$ cat src/rtl/fhst_pkg.sv
`default_nettype none
// ----------------------------------------------------------------------------
// fhst_pkg
// Shared types and constants of the per-host flow statistics table.
// ----------------------------------------------------------------------------
package fhst_pkg;

	localparam int HOST_ENTRIES_DEF = 64;
	localparam int FLOW_CLASSES     = 4;
	localparam int CLASS_W          = 2;
	localparam int LEN_W            = 16;
	localparam int BYTE_W           = 48;
	localparam int PKT_W            = 32;
	localparam int SLOT_OUT_W       = 6;
	localparam int FIFO_DEPTH       = 2;   // power of two

	localparam logic [7:0]        TCP_PROTO = 8'd6;
	localparam logic [BYTE_W-1:0] BYTE_MAX  = {BYTE_W{1'b1}};
	localparam logic [PKT_W-1:0]  PKT_MAX   = {PKT_W{1'b1}};

	// classified word, front to back (slot travels beside it)
	typedef struct packed {
		logic [CLASS_W-1:0] flow_class;
		logic               new_host;
		logic               table_full;
		logic [LEN_W-1:0]   ip_length;
	} fhst_cmd_t;

	// result word
	typedef struct packed {
		logic [SLOT_OUT_W-1:0] host_slot;
		logic [CLASS_W-1:0]    flow_class;
		logic                  new_host;
		logic                  table_full;
		logic [BYTE_W-1:0]     byte_total_out;
		logic [PKT_W-1:0]      packet_total_out;
	} fhst_res_t;

endpackage
`default_nettype wire

$ cat src/rtl/fhst_front.sv
`default_nettype none
// ----------------------------------------------------------------------------
// fhst_front
// Input register, parallel host match, in-order slot allocation, classing.
// ----------------------------------------------------------------------------
module fhst_front import fhst_pkg::*; #(
	parameter int HOST_ENTRIES = HOST_ENTRIES_DEF,
	parameter int SLOT_W       = $clog2(HOST_ENTRIES)
) (
	input  wire logic              clk,
	input  wire logic              arst_n,
	input  wire logic              push,
	output logic                   full,
	input  wire logic [31:0]       host_ip,
	input  wire logic              is_upstream,
	input  wire logic [7:0]        protocol,
	input  wire logic [LEN_W-1:0]  ip_length,
	output logic                   cmd_push,
	input  wire logic              cmd_full,
	output logic [SLOT_W-1:0]      cmd_slot,
	output fhst_cmd_t              cmd
);

	localparam int CNT_W = $clog2(HOST_ENTRIES + 1);

	logic                 valid_s1;
	logic [31:0]          ip_s1;
	logic                 up_s1;
	logic [7:0]           proto_s1;
	logic [LEN_W-1:0]     len_s1;

	logic [31:0]          addr_q [HOST_ENTRIES];
	logic [CNT_W-1:0]     count_q;

	logic                 hit;
	logic [SLOT_W-1:0]    hit_slot;
	logic                 room;
	logic                 alloc;
	logic                 accept;

	assign full     = valid_s1 && cmd_full;
	assign accept   = push && !full;
	assign cmd_push = valid_s1 && !cmd_full;

	// slots fill in order, so slot i is live when i < count_q; live
	// addresses are unique, so an OR of the matching indexes is the encoder
	always_comb begin
		hit      = 1'b0;
		hit_slot = '0;
		for (int i = 0; i < HOST_ENTRIES; i++) begin
			if ((CNT_W'(i) < count_q) && (addr_q[i] == ip_s1)) begin
				hit      = 1'b1;
				hit_slot = hit_slot | SLOT_W'(i);
			end
		end
	end

	assign room  = (count_q != CNT_W'(HOST_ENTRIES));
	assign alloc = cmd_push && !hit && room;

	always_comb begin
		cmd.flow_class = {(proto_s1 == TCP_PROTO), !up_s1};
		cmd.ip_length  = len_s1;
		cmd.new_host   = !hit && room;
		cmd.table_full = !hit && !room;
		if (hit)       cmd_slot = hit_slot;
		else if (room) cmd_slot = count_q[SLOT_W-1:0];
		else           cmd_slot = '0;
	end

	always_ff @(posedge clk or negedge arst_n) begin
		if (!arst_n) begin
			valid_s1 <= 1'b0;
			count_q  <= '0;
		end else begin
			if (accept)        valid_s1 <= 1'b1;
			else if (cmd_push) valid_s1 <= 1'b0;
			if (alloc) count_q <= count_q + CNT_W'(1);
		end
	end

	always_ff @(posedge clk) begin
		if (accept) begin
			ip_s1    <= host_ip;
			up_s1    <= is_upstream;
			proto_s1 <= protocol;
			len_s1   <= ip_length;
		end
		if (alloc) addr_q[count_q[SLOT_W-1:0]] <= ip_s1;
	end

endmodule
`default_nettype wire

$ cat config.mk
export PLATFORM = sky130hd
export DESIGN_NAME = fhst_front
export DESIGN_NICKNAME = d
export VERILOG_FILES = /design/src/rtl/fhst_pkg.sv /design/src/rtl/fhst_front.sv
export SDC_FILE = /design/constraint.sdc
export NUM_CORES = 2
export LEC_CHECK = 0
export BUFFER_PORTS_ARGS = -buffer_cell sky130_fd_sc_hd__buf_2
export CAP_MARGIN = 20
export CORE_AREA = 2 2 618 620
export DETAILED_ROUTE_END_ITERATION = 10
export DIE_AREA = 0 0 620 622
export RECOVER_POWER = 100
export SYNTH_ARGS = -nofsm -noshare
export SYNTH_HDL_FRONTEND = slang
export SYNTH_SLANG_ARGS = --single-unit
$ cat constraint.sdc
create_clock -name clk -period 8.1 [get_ports clk]
set_clock_uncertainty 0.05 [all_clocks]
set_input_delay 0.405 -clock clk [delete_from_list [all_inputs] [get_ports clk]]
set_output_delay 0.405 -clock clk [all_outputs]
set_load 0.005 [all_outputs]
==> impl_summary.log <==
[metrics] capturing element of the worst setup path: addr_q[21][30]
[metrics] number of core rows: 226
[metrics] Num Clock Sinks: 2113
[metrics] crit-path max FO: 32
[metrics] count of hold buffers inserted by post-cts repair: 60
[metrics] total routed wirelength: 286 mm
[metrics] Via-to-Cell Ratio: 4.77
[metrics] violations in the final reports: capacitance limit, slew limit
[metrics] count of fill cells added during filler insertion: 37900
[metrics] synthesized netlist cell count: 6299
[metrics] die boundary height: 622 um
[metrics] Remaining Overflow, GRT: 0
[metrics] DRT iter0 DRCs: 5958
[metrics] syn nets: 6362
[metrics] antenna violation net count after detailed routing: 0
[metrics] NumNets Final: 6775
[metrics] master cell of the clock root buffer: sky130_fd_sc_hd__clkbuf_16
[metrics] number of synthesized flops with an enable pin: 2105
[metrics] via count of the first global-routing pass: 56900
[metrics] cell internal power dissipation: 18800 uW
[metrics] mux share of post-synthesis cell area: 0.0358%
[metrics] area fraction of the dominant cell type after synthesis: 67.0%
[metrics] clock insertion delay at the later pin of the skew report: 0.92 ns
[metrics] final period demand of the worst path: 7.34 ns
[metrics] leading cell types by count after synthesis: sky130_fd_sc_hd__edfxtp_1 (2105), sky130_fd_sc_hd__xnor2_1 (1091), sky130_fd_sc_hd__xor2_1 (965)
[metrics] buffers inserted by post-CTS timing repair: 0
[metrics] synth-to-layout area growth: 16.0%
[metrics] pin slew with the least headroom to its limit: 3.77 ns
[metrics] Synth Cell Area: 94400 um2
[metrics] number of antenna violations at the first check in global routing: 16
[metrics] maximum vdd drop: 0.000188 V
[metrics] cell depth of the worst hold path: 6
[metrics] slowest stage delay, CP: 1.52 ns
[metrics] Crit path required time: 8.47 ns
[metrics] Clk pwr share: 39.5%
[metrics] DRC violation count after routing: 0
[metrics] setup-violating endpoint count in the final report: 0
[metrics] Max Buffers Root-to-Sink: 4
[metrics] Non-Filler Cell Area, Final: 109000 um2
[metrics] crit share post-route: 90.7%
[metrics] total of cells resized after clock tree synthesis: 0
[metrics] area fraction in compound gates after synthesis: 0.562%
[metrics] largest family of logic cells by synthesized area: XOR/XNOR gates
[metrics] worst slew slack as a fraction of its limit: -152%
[metrics] share of cells above drive strength 1: 8.82%
[metrics] most frequently used flop master after synthesis: sky130_fd_sc_hd__edfxtp_1
[metrics] clock input transition at the sequential cells of the worst setup and hold paths: 0.07 ns
[metrics] post-synthesis simple-gate area fraction: 11.1%
[metrics] worst-path cell chain: clkbuf_1, buf_4, xnor2_1, nand2_1, or2_2, nor4_1, a2111oi_2, and4_1, nand2_1, or3_4, buf_4, nor3_1, clkbuf_2
[metrics] asr flop ratio synth: 0.379%
[metrics] via count: 56800
[metrics] TritonCTS clock tree: built
[metrics] Sequential Area: 63400 um2
[metrics] Max Clk Rate: 136 MHz
[metrics] Slew Viols, Final: 636
[metrics] adder and majority cell fraction of the synthesized area: 0.0265%
[metrics] category of the worst setup path capture point: flip-flop
[metrics] overall track demand over capacity in global routing: 14.3%
[metrics] post-synthesis average cell area: 15.0 um2
[metrics] type of element launching the critical path: flip-flop
[metrics] area enclosed by the die boundary: 386000 um2
[metrics] area occupied by multi-input gates: 29200 um2
[metrics] Crit Reg-Reg Startpoint: ip_s1[1]
[metrics] total negative slack for setup checks: 0 ns
[metrics] sw frac: 26.1%
[metrics] CTS buffer count: 223
[metrics] worst-case register-to-register setup slack: 0.76 ns
[metrics] maximum number of pins on one net before global-route repair: 72
[metrics] ports placed on the boundary: 89
[metrics] number of synthesized register bits: 2113
[metrics] unrepaired setup endpoints after global routing: no
[metrics] slowest cell on the critical path: sky130_fd_sc_hd__clkbuf_1
[metrics] unique cell type count in the Yosys netlist: 69
[metrics] share of the yosys chip area belonging to registers: 67.2%
[metrics] r2r endpoint: addr_q[21][30]
[metrics] share of total power in sequential cells: 49.2%
[metrics] combinational power share: 11.3%
[metrics] number of port buffers: 88
[metrics] router iterations before antenna repair: 6
[metrics] endpoint arrival time on the critical path: 7.71 ns
[metrics] run status: finished with violations
[metrics] die extent in x: 620 um
[metrics] WS Path Type: reg2reg
[metrics] # H-tree levels: 4
[metrics] Warnings, synthesis: 0
[metrics] static leakage: 0.0326 uW
[metrics] cell with the most instances after synthesis: sky130_fd_sc_hd__edfxtp_1
[metrics] Starting Density: 24.9%
[metrics] Switching Power: 6640 uW
[metrics] wire per inst: 24.0 um
[metrics] maxcap violations: 29
[metrics] core area: 378000 um2
[metrics] wire length of the first global-routing pass: 409 mm
[metrics] path category of the worst min-delay check: in2reg
[metrics] R2R cell count: 13
[metrics] HPWL after DPL: 178 mm
[metrics] cell taking the most area after synthesis: sky130_fd_sc_hd__edfxtp_1
[metrics] placed inst area: 103000 um2
[metrics] crit path launch: ip_s1[1]
[metrics] top post-synthesis cells by area: sky130_fd_sc_hd__edfxtp_1 (67%), sky130_fd_sc_hd__xnor2_1 (10%), sky130_fd_sc_hd__xor2_1 (9.0%)
[metrics] Routability Congestion: 0.903
[metrics] Power Dens Cells: 233 nW/um2
[metrics] final number of hold-violating endpoints: 0
[metrics] XOR/XNOR Fraction of Synth Area: 19.1%
-- worst min path at each step --
stage / from / slack [ns] / endpoint
6_report: cmd_full / 0.07 / count_q[5]
5_1_grt: cmd_full / 0.1 / count_q[5]
4_1_cts: cmd_full / 0.03 / count_q[5]
3_5_place_dp: arst_n / 0.36 / count_q[1]
3_3_place_gp: arst_n / 0.35 / count_q[1]
2_1_floorplan: arst_n / 0.06 / count_q[0]
-- stage by stage --
stage	hold slack [ns]	instances	setup WS (ns)	util (%)	power, uW
after CTS	0.0321	11900	1.62	29.2	25700
after global placement	0.347	11400	1.18	27.2	15600
after global routing	0.0961	11900	0.745	28.9	26100
after floorplan	0.0594	6299	0.846	-	14200
after detailed placement	0.356	11400	1.70	27.2	15600
final	0.0653	11900	0.756	28.9	25500
-- power by group through the flow --
stage / sequential (uW) / clock [uW] / combinational, uW
finish: 12500 / 10100 / 2870
global route: 12500 / 10600 / 2980
CTS: 12500 / 10200 / 2930
detailed placement: 12700 / 0 / 2890
global placement: 12700 / 0 / 2870
floorplan: 12700 / 0 / 1470
-- kinds of logic after synthesis --
logic type / Yosys count
multiplexers: 3
XOR/XNOR: 2056
buffers and inverters: 290
flip-flops: 2113
AO/OA/AOI/OAI: 72
adder cells (fa/ha/maj): 2
AND/OR/NAND/NOR: 1763
-- layer usage --
metal  global-route usage (%)  up-vias  part of all wire, %  wire, um
met1                     18.9    29200                   42    121000
met5                        0        -               0.0080        23
met3                     1.97      536                  6.4     18200
met4                     5.60        4                  4.4     12500
met2                     23.7     2354                   47    134000
li1                         -    24700                    -         -
-- worst max-delay path: cells and delay by family, from the launching register on --
kind                      cells  cell delay (ns)
buffers and inverters         4             3.19
and+or+nand+nor               7             2.42
DFF                           1             0.64
xor gates and xnor gates      1             0.22
AOI/OAI and AO/OA             1             0.18
-- layout make-up --
type | count | area share, %
multi-input combinational | 3896 | 26.7
tap | 5016 | 5.73
sequential | 2113 | 57.9
clock inverter | 125 | 1.13
antenna | 11 | 0.0252
timing repair buffer | 465 | 3.15
inverter | 13 | 0.0446
clock buffer | 268 | 5.25
-- registers in the layout, summed over array words and instances (netlist names) --
register	count
count_q	7
addr_q	2048
up_s1	1
len_s1	16
ip_s1	32
proto_s1	8
valid_s1	1
-- layout by cell type, fill, tap and decap left out, types with 9 or more instances in the layout --
| master | Yosys | routed |
|---|---|---|
| sky130_fd_sc_hd__nor3b_1 | 10 | 10 |
| sky130_fd_sc_hd__xor2_1 | 965 | 965 |
| sky130_fd_sc_hd__or2_2 | 9 | 9 |
| sky130_fd_sc_hd__nor4bb_1 | 10 | 10 |
| sky130_fd_sc_hd__o21ai_0 | 12 | 12 |
| sky130_fd_sc_hd__xnor2_1 | 1091 | 1091 |
| sky130_fd_sc_hd__diode_2 | 0 | 11 |
| sky130_fd_sc_hd__clkbuf_2 | 1 | 47 |
| sky130_fd_sc_hd__nand2_1 | 133 | 133 |
| sky130_fd_sc_hd__buf_12 | 0 | 55 |
| sky130_fd_sc_hd__clkinv_2 | 0 | 37 |
| sky130_fd_sc_hd__buf_4 | 142 | 78 |
| sky130_fd_sc_hd__a21oi_1 | 12 | 11 |
| sky130_fd_sc_hd__inv_1 | 13 | 13 |
| sky130_fd_sc_hd__nor4_1 | 459 | 458 |
| sky130_fd_sc_hd__clkbuf_16 | 0 | 223 |
| sky130_fd_sc_hd__clkbuf_1 | 22 | 210 |
| sky130_fd_sc_hd__nor2b_1 | 10 | 9 |
| sky130_fd_sc_hd__nor2_1 | 96 | 96 |
| sky130_fd_sc_hd__nand3_1 | 145 | 143 |
| sky130_fd_sc_hd__nor4b_1 | 34 | 34 |
| sky130_fd_sc_hd__buf_2 | 89 | 59 |
| sky130_fd_sc_hd__bufinv_16 | 0 | 22 |
| sky130_fd_sc_hd__nand2b_1 | 19 | 19 |
| sky130_fd_sc_hd__or3b_2 | 12 | 12 |
| sky130_fd_sc_hd__nor3_1 | 182 | 169 |
| sky130_fd_sc_hd__edfxtp_1 | 2105 | 2105 |
| sky130_fd_sc_hd__or4_1 | 39 | 39 |
| sky130_fd_sc_hd__dlygate4sd3_1 | 0 | 60 |
| sky130_fd_sc_hd__or3_1 | 25 | 23 |
| sky130_fd_sc_hd__nor3_2 | 1 | 13 |
| sky130_fd_sc_hd__nand4_1 | 491 | 491 |
| sky130_fd_sc_hd__clkinv_1 | 0 | 46 |
| sky130_fd_sc_hd__nand4b_1 | 32 | 32 |
(Power assumes the default switching activity.)
