### src/rtl/fhst_pkg.sv
`default_nettype none
// ----------------------------------------------------------------------------
// fhst_pkg
// Shared types and constants of the per-host flow statistics table.
// ----------------------------------------------------------------------------
package fhst_pkg;

	localparam int HOST_ENTRIES_DEF = 64;
	localparam int FLOW_CLASSES     = 4;
	localparam int CLASS_W          = 2;
	localparam int LEN_W            = 16;
	localparam int BYTE_W           = 48;
	localparam int PKT_W            = 32;
	localparam int SLOT_OUT_W       = 6;
	localparam int FIFO_DEPTH       = 2;   // power of two

	localparam logic [7:0]        TCP_PROTO = 8'd6;
	localparam logic [BYTE_W-1:0] BYTE_MAX  = {BYTE_W{1'b1}};
	localparam logic [PKT_W-1:0]  PKT_MAX   = {PKT_W{1'b1}};

	// classified word, front to back (slot travels beside it)
	typedef struct packed {
		logic [CLASS_W-1:0] flow_class;
		logic               new_host;
		logic               table_full;
		logic [LEN_W-1:0]   ip_length;
	} fhst_cmd_t;

	// result word
	typedef struct packed {
		logic [SLOT_OUT_W-1:0] host_slot;
		logic [CLASS_W-1:0]    flow_class;
		logic                  new_host;
		logic                  table_full;
		logic [BYTE_W-1:0]     byte_total_out;
		logic [PKT_W-1:0]      packet_total_out;
	} fhst_res_t;

endpackage
`default_nettype wire

### src/rtl/fhst_fifo.sv
`default_nettype none
// ----------------------------------------------------------------------------
// fhst_fifo
// Small synchronous queue of FIFO_DEPTH words.
// ----------------------------------------------------------------------------
module fhst_fifo import fhst_pkg::*; #(
	parameter int W = 8
) (
	input  wire logic         clk,
	input  wire logic         arst_n,
	input  wire logic         push,
	input  wire logic [W-1:0] wdata,
	output logic              full,
	input  wire logic         pop,
	output logic [W-1:0]      rdata,
	output logic              empty
);

	localparam int PW = $clog2(FIFO_DEPTH);
	localparam int CW = $clog2(FIFO_DEPTH + 1);

	logic [W-1:0]  mem_q [FIFO_DEPTH];
	logic [PW-1:0] wr_ptr_q;
	logic [PW-1:0] rd_ptr_q;
	logic [CW-1:0] cnt_q;
	logic          do_push;
	logic          do_pop;

	assign full    = (cnt_q == CW'(FIFO_DEPTH));
	assign empty   = (cnt_q == '0);
	assign do_push = push && !full;
	assign do_pop  = pop && !empty;
	assign rdata   = mem_q[rd_ptr_q];

	always_ff @(posedge clk or negedge arst_n) begin
		if (!arst_n) begin
			wr_ptr_q <= '0;
			rd_ptr_q <= '0;
			cnt_q    <= '0;
		end else begin
			if (do_push) wr_ptr_q <= wr_ptr_q + PW'(1);
			if (do_pop)  rd_ptr_q <= rd_ptr_q + PW'(1);
			if (do_push && !do_pop)      cnt_q <= cnt_q + CW'(1);
			else if (!do_push && do_pop) cnt_q <= cnt_q - CW'(1);
		end
	end

	always_ff @(posedge clk) begin
		if (do_push) mem_q[wr_ptr_q] <= wdata;
	end

endmodule
`default_nettype wire

### config.mk
export PLATFORM = sky130hd
export DESIGN_NAME = fhst_fifo
export DESIGN_NICKNAME = d
export VERILOG_FILES = /design/src/rtl/fhst_pkg.sv /design/src/rtl/fhst_fifo.sv
export SDC_FILE = /design/constraint.sdc
export NUM_CORES = 1
export LEC_CHECK = 0
export BUFFER_PORTS_ARGS = -buffer_cell sky130_fd_sc_hd__clkbuf_2
export CAP_MARGIN = 0
export CORE_ASPECT_RATIO = 0.9
export CORE_UTILIZATION = 52
export DETAILED_ROUTE_END_ITERATION = 6
export PLACE_DENSITY = 0.84
export SLEW_MARGIN = 5
export SYNTH_ARGS = -nofsm -noshare
export SYNTH_HDL_FRONTEND = slang
export SYNTH_SLANG_ARGS = --single-unit
### constraint.sdc
create_clock -name clk -period 3.2 [get_ports clk]
set_clock_uncertainty 0.15 [all_clocks]
set_input_delay 0.48 -clock clk [delete_from_list [all_inputs] [get_ports clk]]
set_output_delay 0.48 -clock clk [all_outputs]
set_load 0.05 [all_outputs]
==> results of run 1 <==
## area by class of cell
| class | count | share of cell area [%] |
|---|---|---|
| Sequential cell | 20 | 60.3 |
| Multi-Input combinational cell | 21 | 19.6 |
| Timing Repair Buffer | 22 | 12.0 |
| Clock inverter | 1 | 3.12 |
| Clock buffer | 3 | 2.34 |
| Tap cell | 14 | 1.82 |
| Inverter | 2 | 0.780 |
## what timing repair did
item,in CTS,in global routing
setup endpoints to repair,0,0
hold buffers,1,0
buffers inserted,0,0
endpoints found under the hold margin,4,0
## power breakdown
part	switching, mW	internal, mW	total (mW)	leakage [nW]
Sequential	0.0574	0.364	0.421	0.195
Combinational	0.305	0.133	0.438	0.187
Clock	0.0776	0.127	0.204	0.0279
## state kept, by name (all words and copies together), names as in the netlist
name      flops
mem_q        16
cnt_q         2
rd_ptr_q      1
wr_ptr_q      1
## synth_stat cells
cell type / number / area share (%)
xnor2_2: 1 / 2.1
mux2_2: 2 / 2.9
edfxtp_1: 16 / 61
dfrtp_1: 4 / 13
inv_1: 2 / 0.96
nand2b_1: 1 / 0.80
nand2_2: 1 / 0.80
xor2_1: 2 / 2.2
o21ai_1: 1 / 0.64
nor2_1: 3 / 1.4
mux2_1: 6 / 8.6
and3_1: 1 / 0.80
buf_2: 1 / 0.64
xnor2_1: 2 / 2.2
ha_1: 1 / 1.6
## logic make-up (layout without fill, tap and decap cells)
family	Yosys count	in the layout	synth area share, %
xor+xnor	5	5	6.56
fa+ha+maj	1	1	1.60
mux	8	8	11.5
buf+inv	3	28	1.60
compound gates	1	1	0.639
flops	20	20	74.2
simple gates	6	6	3.84
## metal layers
metal	vias up	part of all wire (%)
met5	-	0
met4	0	2.0
met3	3	5.0
met2	14	49
met1	181	44
li1	208	-
## per-stage QoR
| stage | setup WS, ps | total power [mW] | hold WS [ps] | cells | util (%) |
|---|---|---|---|---|---|
| finish | 1080 | 1.06 | 208 | 83 | 72.8 |
| global route | 996 | 1.11 | 194 | 83 | 72.8 |
| CTS | 1050 | 1.08 | 197 | 83 | 72.8 |
| detailed placement | 1420 | 0.869 | 144 | 78 | 68.1 |
| global placement | 1420 | 0.859 | 142 | 78 | 68.1 |
| floorplan | 1500 | 0.781 | 34.4 | 44 | - |
## how the worst max path moves through the flow
stage	to	from	cells after the start	slack [ps]
after global placement	rdata[0]	rd_ptr_q	2	1420
after floorplan	empty	cnt_q[0]	1	1500
after CTS	rdata[1]	rd_ptr_q	2	1050
after global routing	rdata[7]	rd_ptr_q	2	1000
after detailed placement	rdata[1]	rd_ptr_q	2	1420
final	rdata[1]	rd_ptr_q	2	1080
## layout by cell type (no fill, tap or decap), drive strengths merged
cell | Yosys | layout
bufinv | 0 | 1
nor2 | 3 | 3
nand2b | 1 | 1
xnor2 | 3 | 3
clkbuf | 0 | 24
dfrtp | 4 | 4
dlygate4sd3 | 0 | 1
edfxtp | 16 | 16
o21ai | 1 | 1
xor2 | 2 | 2
inv | 2 | 2
and3 | 1 | 1
nand2 | 1 | 1
ha | 1 | 1
mux2 | 8 | 8
==> flow_summary.ini, run 1 <==
[sta]
fin_crit_sh_pct = 66.3
max_clock_freq_ghz = 0.471
finalSetupViolations = 0
period_minus_slack_ps = 2120
tightest_slew_ps = 636
rsz0062_at_grt = no
finalMaxSlewViolations = 0
hold_violations = 0
fin_tns_setup_ps = 0
max-slew-margin-rel_pct = 57.5

[clocking]
numCtsBuffers = 3
cts_resized = 0
cts.sinks = 20
clockRootBuffer = clkbuf_4
h-tree-depth = 1
clkLatencyLatePin_ps = 300
clkTransAtPathRegs_ps = 110
ctsLongestPathBuffers = 2
tritoncts = yes

[layout]
fin_nets = 83
register_area_sq_um = 581
multiInputGateArea_sq_um = 189
num-fill-cells = 99
syn2layout_area_growth_pct = 23.0
fin_area_sq_um = 962
antennaDiodeCount = 0
drive_gt1_share_pct = 42.0

[logic_synthesis]
synth_cell_types = 15
syn_nets = 57
syn_area_sq_um = 782
ys_ff_latch = 20
synth_cells = 44
synth_warnings = 0
postSynthAreaPerCell_sq_um = 17.8
ys_seq_area_share_pct = 74.2

[job]
drv_cap = 0

[min_path]
min_from = wdata[0]
worst_hold_path_type = primary input to flop
whs_endpoint = mem_q[0][0]
hold_depth = 1

[drt]
wl_mm = 1.10
drt_iter0_drc = 1
via_per_inst = 4.89
drc = 0
ant_nets = 0
dr.pass1.iters = 2
wire_per_inst_microns = 13.3
num_vias = 406

[setup_path]
crit_buf_inv = 1
path_cells = mux2_1 > clkbuf_2
rr_worst_depth = 3
critPathSlowestCell = dfrtp_1
rrSetupSlack_ps = 1450
path_class = flop to output port
slowest_delay_ps = 580
r2r_end = mem_q[0][3]
crit_fanout = 9
required_ps = 2570
r2r-start = cnt_q[0]
cp-end-kind = output port
arrival_ps = 1490
crit_family = flip-flops
worst_setup_path_start_kind = flop

[placement]
routabilityCongestion = 0.700
placedInstanceArea_sq_um = 900
portBuffers = 21
dp_hpwl_microns = 771

[global_route]
grtUsageMet2_pct = 25.8
track_usage_pct = 16.8
grt_overflow_total = 0
grt_pass1_vias = 393
grt_util_met1_pct = 19.4
grt_pass1_wl_mm = 1.77
grtUsageMet3_pct = 7.01
grt_max_degree = 13
antenna_found_initial = 0
grt.busiest_layer = met2

[power_and_ir_drop]
leakagePower_nw = 0.410
power.density_mw_per_mm2 = 1110
peakVddDrop_mv = 0.674

[die]
die_h_microns = 38.8
die_w_microns = 42.9
die-area_sq_mm = 0.00166
rows = 12
ios = 22
start_util_pct = 59.2
core_sq_mm = 0.00132

[status]
status = complete, no violations
No activity file was read; power rests on OpenSTA's default activity.
==> run 2, diff against run 1 <==
Settings changed: ABC_AREA set to 1, CORE_UTILIZATION 52 to 49, PLACE_DENSITY 0.84 to 0.79.
Clock period 3.2 ns to 2 ns, I/O delays scaled along.
==> flow_summary.ini, run 2 <==
[status]
status = complete, no violations

[sta]
fin_crit_sh_pct = 93.7
tightest_slew_ps = 357
period_minus_slack_ps = 1870
finalSetupViolations = 0
hold_violations = 0
max-slew-margin-rel_pct = 76.2
max_clock_freq_ghz = 0.534
finalMaxSlewViolations = 0
fin_tns_setup_ps = 0
rsz0062_at_grt = no

[power_and_ir_drop]
p_int_mw = 0.972
p_sw_mw = 0.830
combPwrFrac_pct = 45.5
p_clk_share_pct = 17.8
share_seq_of_total_power_pct = 36.7
finalPower_mw = 1.80
power.density_mw_per_mm2 = 1790
p_sw_share_pct = 46.0
peakVddDrop_mv = 1.03
leakagePower_nw = 0.484

[logic_synthesis]
synth_most_common_cell = nand2_1
netlist_top_cells_area = edfxtp_1 (59%), nand2_1 (15%), dfrtp_1 (12%), inv_1 (3.2%), ha_1 (1.5%)
synthArstFlopShare_pct = 20.0
ys_ff_latch = 20
yosysTopAreaCell = edfxtp_1
synth.top_cells.by_count = nand2_1 (33), edfxtp_1 (16), inv_1 (7)
synth_warnings = 0
synth_cell_types = 14
postSynthAreaPerCell_sq_um = 11.1
synth_ff_type = edfxtp_1
synth_top_area_share_pct = 59.4
syn_nets = 86
synth_cells = 73
ys_seq_area_share_pct = 71.7
synth_edf_count = 16
syn_area_sq_um = 810

[clocking]
clkLatencyLatePin_ps = 290
h-tree-depth = 1
cts.sinks = 20
clockRootBuffer = clkbuf_4
cts_resized = 0
clkTransAtPathRegs_ps = 110
ctsLongestPathBuffers = 2
tritoncts = yes
numCtsBuffers = 3
cts_setup_buffers = 0

[setup_path]
crit_top_cell = nand2_1
rrSetupSlack_ps = 380
arrival_ps = 1420
required_ps = 1550
path_class = flop to output port
critPathSlowestCell = dfrtp_1
path_cells = inv_2 > nand2_1 > nand2_1 > clkbuf_2
crit_fanout = 10
worst_setup_path_start_kind = flop
rr_worst_depth = 6
slowest_delay_ps = 530
r2r_end = cnt_q[1]
cp-end-kind = output port
r2r-start = cnt_q[0]

[die]
die_w_microns = 44.8
rows = 13
start_util_pct = 54.1
die_h_microns = 40.6
ios = 22
core_sq_mm = 0.00150
die-area_sq_mm = 0.00182

[layout]
syn2layout_area_growth_pct = 24.4
final_cell_mix = nand2_1 (33), clkbuf_2 (21), edfxtp_1 (16), inv_1 (7), dfrtp_1 (4)
largest_register = mem_q
largest_reg_flops = 16
fin_nets = 113
drive_gt1_share_pct = 29.3
top_regs = mem_q (16), cnt_q (2)
final_common_cell = nand2_1
num-fill-cells = 134
antennaDiodeCount = 0

[min_path]
hold_depth = 1
whs_endpoint = mem_q[1][3]
worst_hold_path_type = primary input to flop
min_from = wdata[3]

[global_route]
grt_max_degree = 13
grt_pass1_vias = 464
grt_pass1_wl_mm = 1.95
grt_overflow_total = 0
antenna_found_initial = 0
track_usage_pct = 16.5

[job]
drv_cap = 0

[placement]
routabilityCongestion = 0.906
dp_hpwl_microns = 928
portBuffers = 21

[drt]
drc = 0
ant_nets = 0
num_vias = 574
drt_iter0_drc = 14
dr.pass1.iters = 4
via_per_inst = 4.74
wl_mm = 1.30
wire_per_inst_microns = 10.7
## run 2: cell types whose count changed after synthesis, moves of 2 or more
cell	previous run	this run
nand2_1	0	33
inv_1	2	7
nor2_2	0	2
o21ai_0	0	2
mux2_1	6	0
xor2_1	2	0
mux2_2	2	0
## run 2: cell families (layout without fill, tap and decap cells)
kind of cell             after synthesis  count (layout)  synth area share (%)
AO/OA/AOI/OAI                          2               2                  1.24
XOR/XNOR                               1               1                  1.08
adder cells (fa/ha/maj)                1               1                  1.55
buffers and inverters                  9              35                  4.33
flip-flops                            20              20                  71.7
AND/OR/NAND/NOR                       40              40                  20.1
## run 2: cell type report
class                           count  area (sq um)  share of cell area, %
Sequential cell                    20           581                   57.6
Multi-Input combinational cell     44           194                   19.3
Timing Repair Buffer               23           123                   12.2
Clock inverter                      1          30.0                   2.98
Inverter                            8          30.0                   2.98
Tap cell                           22          27.5                   2.73
Clock buffer                        3          22.5                   2.24
## run 2: how the worst max path moves through the flow
stage / cells past startpoint / startpoint / end
after floorplan: 7 / cnt_q[0] / cnt_q[1]
after global placement: 4 / rd_ptr_q / rdata[3]
after detailed placement: 6 / cnt_q[0] / cnt_q[1]
after CTS: 4 / rd_ptr_q / rdata[0]
after global routing: 4 / rd_ptr_q / rdata[0]
final: 4 / rd_ptr_q / rdata[0]
## run 2: layer usage
layer / track usage, % / part of all wire [%] / vias to the layer above
met5: 0 / 0 / -
met4: 6.82 / 1.0 / 0
met3: 7.21 / 5.3 / 4
met2: 25.4 / 49 / 20
met1: 20.6 / 45 / 263
li1: - / - / 287
## run 2: through the flow
step                      setup slack, ps  util (%)  std cells  instance area (sq um)  hold WS [ps]
after floorplan                       192         -         73                    810          -146
after global placement                443      63.1        116                    945         -35.1
after detailed placement              433      63.1        116                    945         -35.9
after CTS                             110      67.3        121                   1010          26.7
after global routing                 32.9      67.3        121                   1010          10.0
final                                 126      67.3        121                   1010          37.6
## run 2: repair_timing
item,in CTS,in global routing
endpoints found under the hold margin,4,0
setup endpoints to repair,0,0
hold buffers,1,0
## run 2: power groups by stage
stage / combinational (mW) / sequential, mW / clock, mW
3_5_place_dp: 0.821 / 0.670 / 0
6_report: 0.820 / 0.661 / 0.321
2_1_floorplan: 0.671 / 0.628 / 0
5_1_grt: 0.887 / 0.673 / 0.345
4_1_cts: 0.826 / 0.660 / 0.330
3_3_place_gp: 0.806 / 0.664 / 0
## run 2: worst max-delay path: cells and delay by family, from the launching register on
| kind | cells | cell delay (ps) |
|---|---|---|
| DFF | 1 | 530 |
| and+or+nand+nor | 2 | 130 |
| buffers and inverters | 2 | 480 |
